`config.mk`:
```
export PLATFORM = sky130hd
export DESIGN_NAME = tcw_ctrl
export DESIGN_NICKNAME = d
export VERILOG_FILES = /design/src/sv/tcw_pkg.sv /design/src/sv/tcw_ctrl.sv
export SDC_FILE = /design/constraint.sdc
export NUM_CORES = 1
export LEC_CHECK = 0
export BUFFER_PORTS_ARGS = -buffer_cell sky130_fd_sc_hd__buf_4
export CAP_MARGIN = 20
export CORE_UTILIZATION = 53
export DETAILED_ROUTE_END_ITERATION = 6
export PLACE_DENSITY = 0.81
export RECOVER_POWER = 50
export SLEW_MARGIN = 20
export SYNTH_ARGS = -nofsm -noshare
export SYNTH_HDL_FRONTEND = slang
export SYNTH_SLANG_ARGS = --single-unit
```
`constraint.sdc`:
```
create_clock -name clk -period 4.16 [get_ports clk]
set_clock_uncertainty 0.05 [all_clocks]
set_input_delay 0.832 -clock clk [delete_from_list [all_inputs] [get_ports clk]]
set_output_delay 0.832 -clock clk [all_outputs]
set_load 0.01 [all_outputs]
```
`src/sv/tcw_pkg.sv`:
```
`timescale 1ns / 1ps
`default_nettype none

package tcw_pkg;

    typedef enum logic [1:0] {
        REQ_PUT   = 2'd0,
        REQ_CLEAR = 2'd1,
        REQ_READ  = 2'd2,
        REQ_NOP   = 2'd3
    } req_kind_t;

    localparam logic [7:0] CH_BS       = 8'h08;
    localparam logic [7:0] CH_TAB      = 8'h09;
    localparam logic [7:0] CH_LF       = 8'h0A;
    localparam logic [7:0] CH_CR       = 8'h0D;
    localparam logic [7:0] CH_BLANK    = 8'h20;
    localparam logic [7:0] CH_PRINT_LO = 8'h20;
    localparam logic [7:0] CH_PRINT_HI = 8'h7F;
    localparam int         TAB_STOP    = 8;
    localparam logic [7:0] ATTR_RESET  = 8'h0F;

    localparam int LOC_W  = 11;
    localparam int CELL_W = 16;

    typedef struct packed {
        logic              valid;
        logic [LOC_W-1:0]  cursor_pos;
        logic [CELL_W-1:0] cell_data;
    } result_t;

endpackage

`default_nettype wire

```
`src/sv/tcw_ctrl.sv`:
```
`timescale 1ns / 1ps
`default_nettype none

module tcw_ctrl #(
    parameter int COLUMNS = 80,
    parameter int ROWS    = 25,
    parameter int ADDR_W  = 11
) (
    input  wire logic                       clk,
    input  wire logic                       rst_n,
    input  wire logic                       in_valid,
    output logic                            in_ready,
    input  wire logic [1:0]                 req_type,
    input  wire logic [7:0]                 char_code,
    input  wire logic [10:0]                cell_address,
    input  wire logic [7:0]                 attr,
    output logic                            mem_we,
    output logic      [ADDR_W-1:0]          mem_waddr,
    output logic      [tcw_pkg::CELL_W-1:0] mem_wdata,
    output logic                            mem_re,
    output logic      [ADDR_W-1:0]          mem_raddr,
    input  wire logic [tcw_pkg::CELL_W-1:0] mem_rdata,
    output tcw_pkg::result_t                res,
    input  wire logic                       res_take
);

    localparam int CELLS = COLUMNS * ROWS;
    localparam int SPAN  = (ROWS - 1) * COLUMNS;
    localparam int CNT_W = $clog2(CELLS + 1);
    localparam int COL_W = $clog2(COLUMNS);
    localparam int ROW_W = $clog2(ROWS);

    typedef enum logic [2:0] {
        ST_IDLE,
        ST_READ,
        ST_SCROLL,
        ST_FILL,
        ST_RESP
    } state_t;

    state_t                     state_reg, state_next;
    logic [COL_W-1:0]           col_reg, col_next;
    logic [ROW_W-1:0]           row_reg, row_next;
    logic [CNT_W-1:0]           cnt_reg, cnt_next;
    logic [tcw_pkg::CELL_W-1:0] data_reg, data_next;

    logic        accept;
    logic [31:0] loc_full;
    logic [31:0] src_addr;
    logic [31:0] dst_addr;
    logic [31:0] rd_addr;
    logic [31:0] put_col;
    logic [31:0] put_row;
    logic        printable;
    logic [tcw_pkg::CELL_W-1:0] blank;

    assign accept    = in_valid && in_ready;
    assign in_ready  = (state_reg == ST_IDLE);
    assign loc_full  = 32'(row_reg) * 32'(COLUMNS) + 32'(col_reg);
    assign src_addr  = 32'(cnt_reg) + 32'(COLUMNS);
    assign dst_addr  = 32'(cnt_reg) - 32'd1;
    assign rd_addr   = {21'd0, cell_address};
    assign printable = (char_code >= tcw_pkg::CH_PRINT_LO)
                    && (char_code <= tcw_pkg::CH_PRINT_HI);
    assign blank     = {attr, tcw_pkg::CH_BLANK};

    assign res.valid      = (state_reg == ST_RESP);
    assign res.cursor_pos = loc_full[tcw_pkg::LOC_W-1:0];
    assign res.cell_data  = data_reg;

    // cursor update for a put request
    always_comb
    begin
        put_col = 32'(col_reg);
        put_row = 32'(row_reg);
        case (char_code)
            tcw_pkg::CH_BS:
            begin
                if (col_reg != '0)
                begin
                    put_col = 32'(col_reg) - 32'd1;
                end
            end
            tcw_pkg::CH_TAB:
            begin
                put_col = (32'(col_reg) + 32'(tcw_pkg::TAB_STOP))
                        & ~32'(tcw_pkg::TAB_STOP - 1);
            end
            tcw_pkg::CH_CR:
            begin
                put_col = 32'd0;
            end
            tcw_pkg::CH_LF:
            begin
                put_col = 32'd0;
                put_row = 32'(row_reg) + 32'd1;
            end
            default:
            begin
                if (printable)
                begin
                    put_col = 32'(col_reg) + 32'd1;
                end
            end
        endcase
        if (put_col >= 32'(COLUMNS))
        begin
            put_col = 32'd0;
            put_row = put_row + 32'd1;
        end
    end

    always_comb
    begin
        state_next = state_reg;
        col_next   = col_reg;
        row_next   = row_reg;
        cnt_next   = cnt_reg;
        data_next  = data_reg;
        mem_we     = 1'b0;
        mem_waddr  = loc_full[ADDR_W-1:0];
        mem_wdata  = {attr, char_code};
        mem_re     = 1'b0;
        mem_raddr  = rd_addr[ADDR_W-1:0];
        case (state_reg)
            ST_IDLE:
            begin
                if (accept)
                begin
                    data_next  = '0;
                    state_next = ST_RESP;
                    case (tcw_pkg::req_kind_t'(req_type))
                        tcw_pkg::REQ_PUT:
                        begin
                            mem_we   = printable;
                            col_next = put_col[COL_W-1:0];
                            if (put_row >= 32'(ROWS))
                            begin
                                row_next   = ROW_W'(ROWS - 1);
                                cnt_next   = '0;
                                state_next = ST_SCROLL;
                            end
                            else
                            begin
                                row_next = put_row[ROW_W-1:0];
                            end
                        end
                        tcw_pkg::REQ_CLEAR:
                        begin
                            col_next   = '0;
                            row_next   = '0;
                            cnt_next   = '0;
                            state_next = ST_FILL;
                        end
                        tcw_pkg::REQ_READ:
                        begin
                            if (rd_addr < 32'(CELLS))
                            begin
                                mem_re     = 1'b1;
                                state_next = ST_READ;
                            end
                        end
                        default:
                        begin
                            state_next = ST_RESP;
                        end
                    endcase
                end
            end
            ST_READ:
            begin
                data_next  = mem_rdata;
                state_next = ST_RESP;
            end
            ST_SCROLL:
            begin
                // read one row ahead, write back the cell read in the previous cycle
                mem_re    = (32'(cnt_reg) < 32'(SPAN));
                mem_raddr = src_addr[ADDR_W-1:0];
                mem_we    = (cnt_reg != '0);
                mem_waddr = dst_addr[ADDR_W-1:0];
                mem_wdata = mem_rdata;
                if (32'(cnt_reg) == 32'(SPAN))
                begin
                    state_next = ST_FILL;
                end
                else
                begin
                    cnt_next = cnt_reg + CNT_W'(1);
                end
            end
            ST_FILL:
            begin
                mem_we    = 1'b1;
                mem_waddr = cnt_reg[ADDR_W-1:0];
                mem_wdata = blank;
                if (32'(cnt_reg) == 32'(CELLS - 1))
                begin
                    state_next = ST_RESP;
                end
                else
                begin
                    cnt_next = cnt_reg + CNT_W'(1);
                end
            end
            ST_RESP:
            begin
                if (res_take)
                begin
                    state_next = ST_IDLE;
                end
            end
            default:
            begin
                state_next = ST_IDLE;
            end
        endcase
    end

    always_ff @(posedge clk or negedge rst_n)
    begin
        if (!rst_n)
        begin
            state_reg <= ST_IDLE;
            col_reg   <= '0;
            row_reg   <= '0;
            cnt_reg   <= '0;
            data_reg  <= '0;
        end
        else
        begin
            state_reg <= state_next;
            col_reg   <= col_next;
            row_reg   <= row_next;
            cnt_reg   <= cnt_next;
            data_reg  <= data_next;
        end
    end

endmodule

`default_nettype wire

```
======== After elaboration in Yosys (flattened, before gate mapping) ========
Index checks and enable logic that the tools add are counted.
word-level totals
  register bits after elaboration ......... 42
  input port bits ......................... 49
  word-level logic and storage cells ...... 90
operators by class
  $add $sub $neg .......................... 9
  multipliers ............................. 1
  order comparisons ....................... 6
  eq/ne operators ......................... 20
  mux-type cells .......................... 35
  reduce and logical (&&, ||, !) cells .... 14
operators by type and width
  operator                                               count
  two-way mux 32 bit                                     3
  one-hot mux 32 bit (3 select lines)                    1
  one-hot mux 16 bit (2 select lines)                    2
  two-way mux 11 bit                                     5
  one-hot mux 11 bit (2 select lines)                    2
  one-hot mux 11 bit (3 select lines)                    1
  adder 32 x 1 -> 32 bit (second input constant)         1
  == test 8 x 4 -> 1 bit (second input constant)         4
  >= comparator 32 x 5 -> 1 bit (second input constant)  1
  >= comparator 32 x 7 -> 1 bit (second input constant)  1
  == test 11 bit (second input constant)                 2
  < comparator 11 bit (second input constant)            2
  two-way mux 3 bit                                      6
  two-way mux 16 bit                                     1
  one-hot mux 3 bit (5 select lines)                     1
  one-hot mux 7 bit (2 select lines)                     1
  adder 11 x 1 -> 11 bit (second input constant)         1
  adder 11 x 7 -> 11 bit                                 1
  adder 11 x 7 -> 11 bit (second input constant)         1
  nonzero test 11 bit                                    1
  subtractor 11 x 1 -> 11 bit (second input constant)    1
  one-hot mux 5 bit (2 select lines)                     1
  one-hot mux 3 bit (3 select lines)                     1
  adder 7 x 1 -> 8 bit (second input constant)           1
  other kinds (32)                                       43

======== Logic depth before layout (Yosys ltp) ========
Gate-level depths: netlist (run 1).
  depth in word-level cells ............... 11
  mapped depth ............................ 16

======== Least setup slack after synthesis (run 1) ========
Ideal clock, no wire load.
  kind .................................... input -> register
  start point ............................. input port char_code[4]
  end point ............................... register cnt_reg[3]
  setup time .............................. 137 ps
  data arrival time ....................... 3,719 ps
  required time ........................... 3,973 ps
  setup slack ............................. 254 ps
  cell stages on the path ................. 15
  path through ............................ nor4_4 > and2_1 > buf_4 > o21ai_0 > ha_1 > xnor2_1 > xnor2_1 > o22ai_1 > a211oi_1 > a211oi_1 > or4_1 > o31a_2 > a21oi_2 > buf_6 > o22ai_4
between the ends
  cells in the longest elaborated chain, start to end .. 9
  elaborated cells on any way between the ends .. 17
  those cells by class .................... add/sub (1); order compare (4); eq/ne (5); mux (4); reduce/logical (3)
ends and longest elaborated chain
  element                                                                                         RTL line                        RTL
  from (decl)                                                                                     tcw_ctrl.sv:14                  input wire logic [7:0] char_code,
  >= comparator 8 x 6 -> 1 bit / less-or-equal comparator 8 x 7 -> 1 bit (equally long branches)  tcw_ctrl.sv:63, tcw_ctrl.sv:64
  logical AND 1 bit                                                                               tcw_ctrl.sv:64                  && (char_code <= tcw_pkg::CH_PRINT_HI);
  two-way mux 8 bit                                                                               tcw_ctrl.sv:100                 if (printable)
  one-hot mux 32 bit (3 select lines)                                                             tcw_ctrl.sv:76                  case (char_code)
  >= comparator 32 x 7 -> 1 bit                                                                   tcw_ctrl.sv:106                 if (put_col >= 32'(COLUMNS))
  two-way mux 32 bit *                                                                            tcw_ctrl.sv:106
  >= comparator 32 x 5 -> 1 bit *                                                                 tcw_ctrl.sv:137                 if (put_row >= 32'(ROWS))
  != test 3 bit (no source line) *                                                                --
  AND reduction 6 bit (no source line) *                                                          --
  to (signal assigned)                                                                            tcw_ctrl.sv:235                 cnt_reg <= cnt_next;
  to (decl)                                                                                       tcw_ctrl.sv:44                  logic [CNT_W-1:0] cnt_reg, cnt_next;
Mark *: on every way between the ends. The rest lies on a longest branch, timed or not.
A chain may end at the register's enable or synchronous reset.

======== Final worst setup path (run 1) ========
  start point ............................. input port char_code[4]
  end point ............................... register cnt_reg[4]
Same word-level chain as after synthesis.

==> results of run 1 <==
[critical path, cell delays in order]
cell and delay, ns:
buf_4 0.13, nor4_4 0.27, and2_1 0.30, o21ai_0 0.15, ha_1 0.28, xnor2_1 0.23, xnor2_1 0.15, o22ai_1 0.10
a211oi_1 0.25, a211oi_1 0.07, or4_1 0.48, o31a_2 0.17, a21oi_2 0.20, buf_12 0.17, o21ai_0 0.09
[path summary, 6_finish.rpt]
check	startpoint	endpoint	slack (ns)	cells past startpoint
min in group asynchronous	rst_n	row_reg[3]	1.18	1
min	data_reg[13]	data_reg[13]	0.45	1
min reg2reg	data_reg[13]	data_reg[13]	0.45	1
max	char_code[4]	cnt_reg[4]	0.38	15
max in group asynchronous	rst_n	cnt_reg[1]	1.49	1
max reg2reg	row_reg[0]	cnt_reg[4]	0.67	14
[layout make-up]
cell class	count	area, um2
clock buffer	5	68.8
clock inverter	3	26.3
fill	622	2350
inverter	21	78.8
multi-input combinational	433	2750
sequential	42	1050
tap	99	124
timing repair buffer	127	883
[report_power, final]
group	internal (W)	switching [W]
combinational	0.000603	0.000725
sequential	0.000515	0.000206
clock	0.000125	0.000169
[synth_stat cells, types with 5 or more instances]
master,instances
nand2_1,97
o21ai_0,50
dfrtp_1,42
nor2_1,29
clkbuf_1,24
nor3_1,24
xnor2_1,24
inv_1,21
ha_1,20
a22o_1,17
a21oi_1,16
nand2b_1,15
a31oi_1,13
nand3_1,13
xor2_1,11
o21ai_2,8
or2_2,7
and2_1,6
and3_1,5
buf_4,5
nand4_1,5
nor2b_1,5
o22ai_1,5
[cell families (layout without fill, tap and decap cells)]
logic type	Yosys count	in the layout	share of synthesized area, %
AO/OA/AOI/OAI	142	142	23.7
AND/OR/NAND/NOR	229	229	28.0
buffers and inverters	55	156	5.97
flip-flops	42	42	26.0
adder cells (fa/ha/maj)	22	22	7.18
multiplexers	3	3	0.743
XOR/XNOR	37	37	8.39
[stage by stage]
step                power [W]  hold slack [ns]
detailed placement    0.00209            0.437
CTS                   0.00239            0.467
global placement      0.00206            0.437
global route          0.00253            0.471
finish                0.00234            0.455
floorplan             0.00160            0.473
[metal layers]
| metal | part of all wire [%] | up-vias | GRT usage, % |
|---|---|---|---|
| met2 | 49 | 155 | 52.1 |
| li1 | - | 2071 | - |
| met3 | 4.8 | 19 | 3.88 |
| met4 | 2.2 | 0 | 7.94 |
| met1 | 44 | 1965 | 39.2 |
| met5 | 0 | - | 0 |
==> impl_metrics.tcl, run 1 <==
set metrics [dict create \
    status "finished with violations" \
    violations "capacitance limit, slew limit" \
    cts_hold_buf 0 \
    grt.overflow.total 0 \
    fp.dieH_um 89.3 \
    slew_headroom_pct -59.7 \
    clk_latency_ns 0.30 \
    place_congestion 0.913 \
    worst_setup_path_start_kind "primary input" \
    grt_pass1_wl_mm 18.5 \
    clkSinkCount 42 \
    ant_nets 0 \
    drt_first_pass_iters 4 \
    grt_pass1_vias 3881 \
    syn_area_um2 4040 \
    arrival_ns 3.90 \
    min_period_ns 3.78 \
    worstSetupPathType "primary input to flop" \
    worst-slew-pin-transition_ns 2.40 \
    syn_avg_cell_area_um2 7.63 \
    finalHoldViolations 0 \
    ios 118 \
    core_area_um2 7330 \
    ctsResizeCount 0 \
    ir_drop_mv 0.234 \
    ys_warn_count 0 \
    wl_per_cell_um 16.1 \
    routed_wl_mm 11.7 \
    track_usage_pct 29.9 \
    timing.final.ws_setup_ns 0.383 \
    fp.dieW_um 89.3 \
    synth.distinct_cells 64 \
    power_density_nw_per_um2 470 \
    syn-num-nets 601 \
    cts_max_level 2 \
    synth_cells 530 \
    setup_viol 0 \
    hp-class "flop to flop" \
    dpl-instance-area_um2 4970 \
    cts_made_buffers 5 \
    cts_setup_buffers 0 \
    dpl.hpwl_mm 8.97 \
    cts_tree "yes" \
    drive_gt1_share_pct 22.3 \
    synth-seq-area-share_pct 26.0 \
    mostFrequentLayoutCells "buf_4 (104), nand2_1 (97), o21ai_0 (50), dfrtp_1 (42), nor2_1 (29)" \
    synth_top_cell_by_area "dfrtp_1" \
    vias_per_cell 5.77 \
    dp_slack_ns 0.0697 \
    clk_pin_slew_ns 0.09 \
    max-cap-violations 1 \
    fin_crit_sh_pct 90.8 \
    syn_to_final_growth_pct 23.2 \
    grt_setup_unrepaired "no" \
    io_buffers 117 \
    utilization_pct 68.0 \
    fmax_mhz 265 \
    synth_enable_flop_cells 0 \
    numPlacedInstances 722 \
    critPathRequiredTime_ns 4.28 \
    die-area_um2 7980 \
    end_kind "flop" \
    rows 31 \
    slew_violations 43 \
    root_buffer "clkbuf_8" \
    tns_ns 0 \
    drtIter0Drc 191 \
    antenna_found_initial 0 \
    crit_fanout 11 \
    grt_start_max_net_pins 43 \
    drcViolationCount 0 \
    start_util_pct 55.1 \
    fin_area_um2 4980 \
    synth_area_leaders "dfrtp_1 (26%), nand2_1 (9.0%), ha_1 (6.2%)" \
    final_nets 701 \
    antenna_cells 0 \
    ys_ff_latch 42 \
    mostFrequentLayoutCell "buf_4" \
    power_leakage_nw 2.29 \
    yosys.area.top_type_share_pct 26.0 \
    final_cells 730 \
    largest_register_ffs 16 \
    cts_buffer_depth 2 \
    synthArstFlopShare_pct 100 \
    vias 4210 \
    ys.flop_type "dfrtp_1" \
]
(Power assumes the default switching activity.)
==> run 2: changes to the inputs <==
--- a/config.mk
+++ b/config.mk
@@ -12,5 +12,4 @@
 export PLACE_DENSITY = 0.81
 export RECOVER_POWER = 50
-export SLEW_MARGIN = 20
 export SYNTH_ARGS = -nofsm -noshare
 export SYNTH_HDL_FRONTEND = slang
--- a/constraint.sdc
+++ b/constraint.sdc
@@ -3,3 +3,3 @@
 set_input_delay 0.832 -clock clk [delete_from_list [all_inputs] [get_ports clk]]
 set_output_delay 0.832 -clock clk [all_outputs]
-set_load 0.01 [all_outputs]
+set_load 0.1 [all_outputs]
==> impl_metrics.tcl, run 2 (synthesis results as in run 1) <==
set metrics [dict create \
    status "finished with violations" \
    violations "capacitance limit, slew limit" \
    mostFrequentLayoutCells "buf_4 (107), nand2_1 (97), o21ai_0 (47), dfrtp_1 (41), nor2_1 (28)" \
    cp-startpoint "row_reg[3]" \
    path_cells "ha_1 > ha_1 > fa_1 > nand2_1 > nor2_1 > xor2_1 > xnor2_2 > nor2_1 > a31oi_4 > buf_6" \
    fin_crit_sh_pct 95.8 \
    top_layer "met4" \
    clk_pin_slew_ns 0.09 \
    rows 31 \
    wl_met3_um 564 \
    numPlacedInstances 726 \
    m1WireLength_mm 5.03 \
    start_util_pct 55.1 \
    fmax_mhz 251 \
    syn_to_final_growth_pct 26.8 \
    wl_met2_mm 5.90 \
    grt_start_max_net_pins 43 \
    slew_violations 43 \
    dpl.hpwl_mm 9.10 \
    grt.overflow.total 0 \
    grt_pass1_vias 4066 \
    cts_tree "yes" \
    r2r_end "cnt_reg[3]" \
    end_kind "output port" \
    power_leakage_nw 2.36 \
    utilization_pct 69.9 \
    wl_per_cell_um 16.1 \
    worstSetupPathType "flop to output port" \
    ant_nets 0 \
    cts_buffer_depth 2 \
    fp.dieH_um 89.3 \
    slowest_delay_ns 0.65 \
    min_period_ns 3.99 \
    hp-class "flop to flop" \
    drtIter0Drc 196 \
    slew_headroom_pct -55.8 \
    place_congestion 0.975 \
    cts_max_level 2 \
    core_area_um2 7330 \
    cp_slowest_cell "fa_1" \
    ios 118 \
    drcViolationCount 0 \
    grt_pass1_wl_mm 19.0 \
    drive_gt1_share_pct 24.8 \
    mostFrequentLayoutCell "buf_4" \
    register_area_um2 1050 \
    clk_latency_ns 0.30 \
    timing.hold.ws_ns 0.456 \
    root_buffer "clkbuf_8" \
    clkSinkCount 42 \
    worst_setup_path_start_kind "flop" \
    cts_made_buffers 5 \
    fillers 594 \
    routed_wl_mm 11.8 \
    antenna_cells 0 \
    arrival_ns 3.10 \
    r2r-start "row_reg[1]" \
    vias 4289 \
    critPathRequiredTime_ns 3.28 \
    dpl-instance-area_um2 5100 \
    drt_first_pass_iters 4 \
    final_cells 735 \
    setup_viol 0 \
    reg2reg_slack_ns 0.64 \
    finalHoldViolations 0 \
    multi_input_area_um2 2850 \
    vias_per_cell 5.84 \
    die-area_um2 7980 \
    max-cap-violations 1 \
    final_nets 706 \
    timing.final.ws_setup_ns 0.174 \
    crit_end "mem_waddr[10]" \
    track_usage_pct 30.6 \
    io_buffers 117 \
    fin_area_um2 5130 \
    dp_slack_ns 0.0567 \
    crit_fanout 7 \
    antenna_found_initial 0 \
    power_density_nw_per_um2 667 \
    worst_r2r_path_depth 15 \
    holdCritStartpoint "data_reg[1]" \
    ir_drop_mv 0.374 \
    worst-slew-pin-transition_ns 2.34 \
    largest_register_ffs 16 \
    fp.dieW_um 89.3 \
]
-- run 2: cell types whose count changed in the layout (fill, tap and decap cells not counted), sizes merged --
cell / delta
buf: +5
-- run 2: area by class of cell --
cell class,count,share of cell area [%]
clock buffers,5,1.34
clock inverters,3,0.513
inverters,21,1.54
multi-input cells,433,55.6
flip-flops and latches,42,20.5
well taps,99,2.42
repair buffers,132,18.1
-- run 2: report_power, final --
group,internal [W],total [W],switching [W]
sequential,0.000515,0.000734,0.000220
combinational,0.000629,0.00239,0.00176
clock,0.000125,0.000292,0.000167
total,0.00127,0.00342,0.00215
-- run 2: worst max-delay path: cells and delay by family, from the launching register on --
kind                       cells  cell delay (ns)
DFF                            1             0.48
buffers and inverters          1             0.24
and+or+nand+nor                3             0.32
adders and majority gates      3             1.19
AOI/OAI and AO/OA              1             0.15
xor gates and xnor gates       2             0.40
-- run 2: timing repair --
action | in CTS | in global routing
hold endpoints to repair | 0 | 0
resized for setup | 0 | 2
buffers inserted | 0 | 0
setup endpoints to repair | 0 | 1
hold buffers | 0 | 0
-- run 2: per-stage QoR --
step / setup TNS (ns) / power [W]
finish: 0 / 0.00342
global route: -0.0102 / 0.00361
CTS: 0 / 0.00347
detailed placement: 0 / 0.00317
global placement: 0 / 0.00313
floorplan: -1.22 / 0.00266
-- run 2: how the worst min path moves through the flow --
| stage | end | slack, ns | cells after the start |
|---|---|---|---|
| detailed placement | data_reg[6] | 0.44 | 1 |
| CTS | data_reg[11] | 0.46 | 1 |
| floorplan | state_reg[1] | 0.47 | 2 |
| finish | data_reg[1] | 0.46 | 1 |
| global placement | data_reg[15] | 0.44 | 1 |
| global route | data_reg[8] | 0.48 | 1 |
-- run 2: routing by layer --
metal	up-vias	track usage, %
met3	28	4.80
met2	156	51.6
li1	2086	-
met1	2019	39.8
met4	0	11.4
met5	-	0
==> run 3: changes to the inputs <==
- ABC_AREA: default -> 1
- CORE_UTILIZATION: 53 -> 54
- PLACE_DENSITY: 0.81 -> 0.82
==> impl_metrics.tcl, run 3 <==
set metrics [dict create \
    status "finished with violations" \
    violations "capacitance limit, slew limit" \
    cts_hold_buf 0 \
    syn-num-nets 692 \
    clk_pin_slew_ns 0.10 \
    mostFrequentLayoutCells "nand2_1 (122), buf_4 (96), inv_1 (91), nand3_1 (58), nor2_1 (51)" \
    vias 4518 \
    routed_wl_mm 12.1 \
    drtIter0Drc 237 \
    root_buffer "clkbuf_8" \
    synth_enable_flop_cells 0 \
    core_area_um2 7410 \
    grt_pass1_vias 4322 \
    worst-slew-pin-transition_ns 2.41 \
    cts_setup_buffers 0 \
    dpl.hpwl_mm 9.64 \
    cts_made_buffers 5 \
    cts_max_level 2 \
    synthArstFlopShare_pct 100 \
    timing.hold.ws_ns 0.467 \
    ant_nets 0 \
    final_nets 793 \
    slew_violations 43 \
    largest_register_ffs 16 \
    grt.overflow.total 0 \
    io_buffers 117 \
    reg2reg_slack_ns 0.97 \
    critPathRequiredTime_ns 3.28 \
    vias_per_cell 5.50 \
    power_density_nw_per_um2 269 \
    place_congestion 0.956 \
    max-cap-violations 1 \
    setup_viol 0 \
    clkSinkCount 42 \
    yosys.area.top_type_share_pct 24.9 \
    grt_start_max_net_pins 43 \
    ys_ff_latch 42 \
    cts_buffer_depth 2 \
    grt_pass1_wl_mm 20.3 \
    ys.flop_type "dfrtp_1" \
    synth-seq-area-share_pct 24.9 \
    drcViolationCount 0 \
    track_usage_pct 30.3 \
    end_kind "output port" \
    fin_crit_sh_pct 93.9 \
    dpl-instance-area_um2 5180 \
    synth_area_leaders "dfrtp_1 (25%), nand2_1 (11%), inv_1 (8.1%)" \
    fp.dieH_um 90.5 \
    antenna_found_initial 0 \
    tns_ns 0 \
    power_leakage_nw 2.64 \
    die-area_um2 8180 \
    drive_gt1_share_pct 24.2 \
    ys_warn_count 0 \
    drt_first_pass_iters 5 \
    min_period_ns 3.91 \
    start_util_pct 57.1 \
    arrival_ns 3.02 \
    mostFrequentLayoutCell "nand2_1" \
    synth.distinct_cells 48 \
    fp.dieW_um 90.5 \
    ctsResizeCount 0 \
    worst_setup_path_start_kind "flop" \
    fin_area_um2 5180 \
    hp-class "flop to flop" \
    rows 31 \
    finalHoldViolations 0 \
    syn_avg_cell_area_um2 6.81 \
    ys_top_cells_by_count "nand2_1 (122), inv_1 (91), nand3_1 (59)" \
    clk_latency_ns 0.30 \
    crit_fanout 6 \
    grt_setup_unrepaired "no" \
    worstSetupPathType "flop to output port" \
    syn_area_um2 4230 \
    cts_tree "yes" \
    yosysMostFrequentCell "nand2_1" \
    synth_top_cell_by_area "dfrtp_1" \
    wl_per_cell_um 14.7 \
    ios 118 \
    synth_cells 621 \
    fmax_mhz 256 \
    ir_drop_mv 0.163 \
    antenna_cells 0 \
    slew_headroom_pct -60.6 \
    syn_to_final_growth_pct 22.6 \
]
-- run 3: changes by cell type after synthesis, sizes merged, moves of 17 or more --
cell   delta
nor2     +33
xnor2    -20
a22o     -17
nand3    +50
inv      +75
nor3     -17
nand2    +48
-- run 3: final cells by class --
cell class | instances | area (um2)
clock buffer | 5 | 68.8
clock inverter | 3 | 26.3
fill | 668 | 2220
inverter | 97 | 367
multi-input combinational | 457 | 2740
sequential | 42 | 1050
tap | 99 | 124
timing repair buffer | 119 | 807
-- run 3: worst paths after layout --
check | cells after the start | from | to
setup / recovery | 10 | row_reg[1] | mem_waddr[10]
hold / removal | 2 | data_reg[14] | data_reg[14]
setup reg to reg | 8 | state_reg[2] | row_reg[0]
hold reg to reg | 2 | data_reg[14] | data_reg[14]
max in group asynchronous | 1 | rst_n | col_reg[4]
min in group asynchronous | 1 | rst_n | data_reg[2]
-- run 3: worst max-delay path, cell delays in order, from the launching register on --
cell and delay, ns:
dfrtp_1 0.45, ha_1 0.31, ha_1 0.22, fa_1 0.38, xnor2_1 0.40, nor2_1 0.20, xnor2_4 0.17, nand2_1 0.07
nand2_1 0.06, a32o_2 0.24, buf_4 0.23
-- run 3: metrics by stage --
| stage | power [W] | cells | utilization, % | setup WS (ns) |
|---|---|---|---|---|
| after floorplan | 0.000966 | 621 | - | -0.0910 |
| after global placement | 0.00111 | 814 | 69.9 | 0.617 |
| after detailed placement | 0.00112 | 814 | 69.9 | 0.567 |
| after CTS | 0.00141 | 822 | 71.2 | 0.242 |
| after global routing | 0.00146 | 822 | 70.0 | 0.0745 |
| final | 0.00140 | 822 | 70.0 | 0.255 |
-- run 3: per-layer routing --
metal  GRT usage (%)  part of all wire, %
met4            8.20                  1.7
met3            4.38                  5.3
met1            39.2                   44
met2            52.5                   49
met5               0                    0
-- run 3: cell families (layout without fill, tap and decap cells) --
group | after synthesis | count (layout) | share of synthesized area [%]
simple gates | 292 | 292 | 33.3
buf+inv | 122 | 224 | 12.2
xor+xnor | 28 | 28 | 5.80
compound gates | 115 | 115 | 16.9
flops | 42 | 42 | 24.9
fa+ha+maj | 22 | 22 | 6.87
-- run 3: where the power goes --
group	total (W)	switching [W]	internal [W]
registers	0.000439	0.0000173	0.000422
logic	0.000663	0.000496	0.000168
clock network	0.000294	0.000169	0.000125
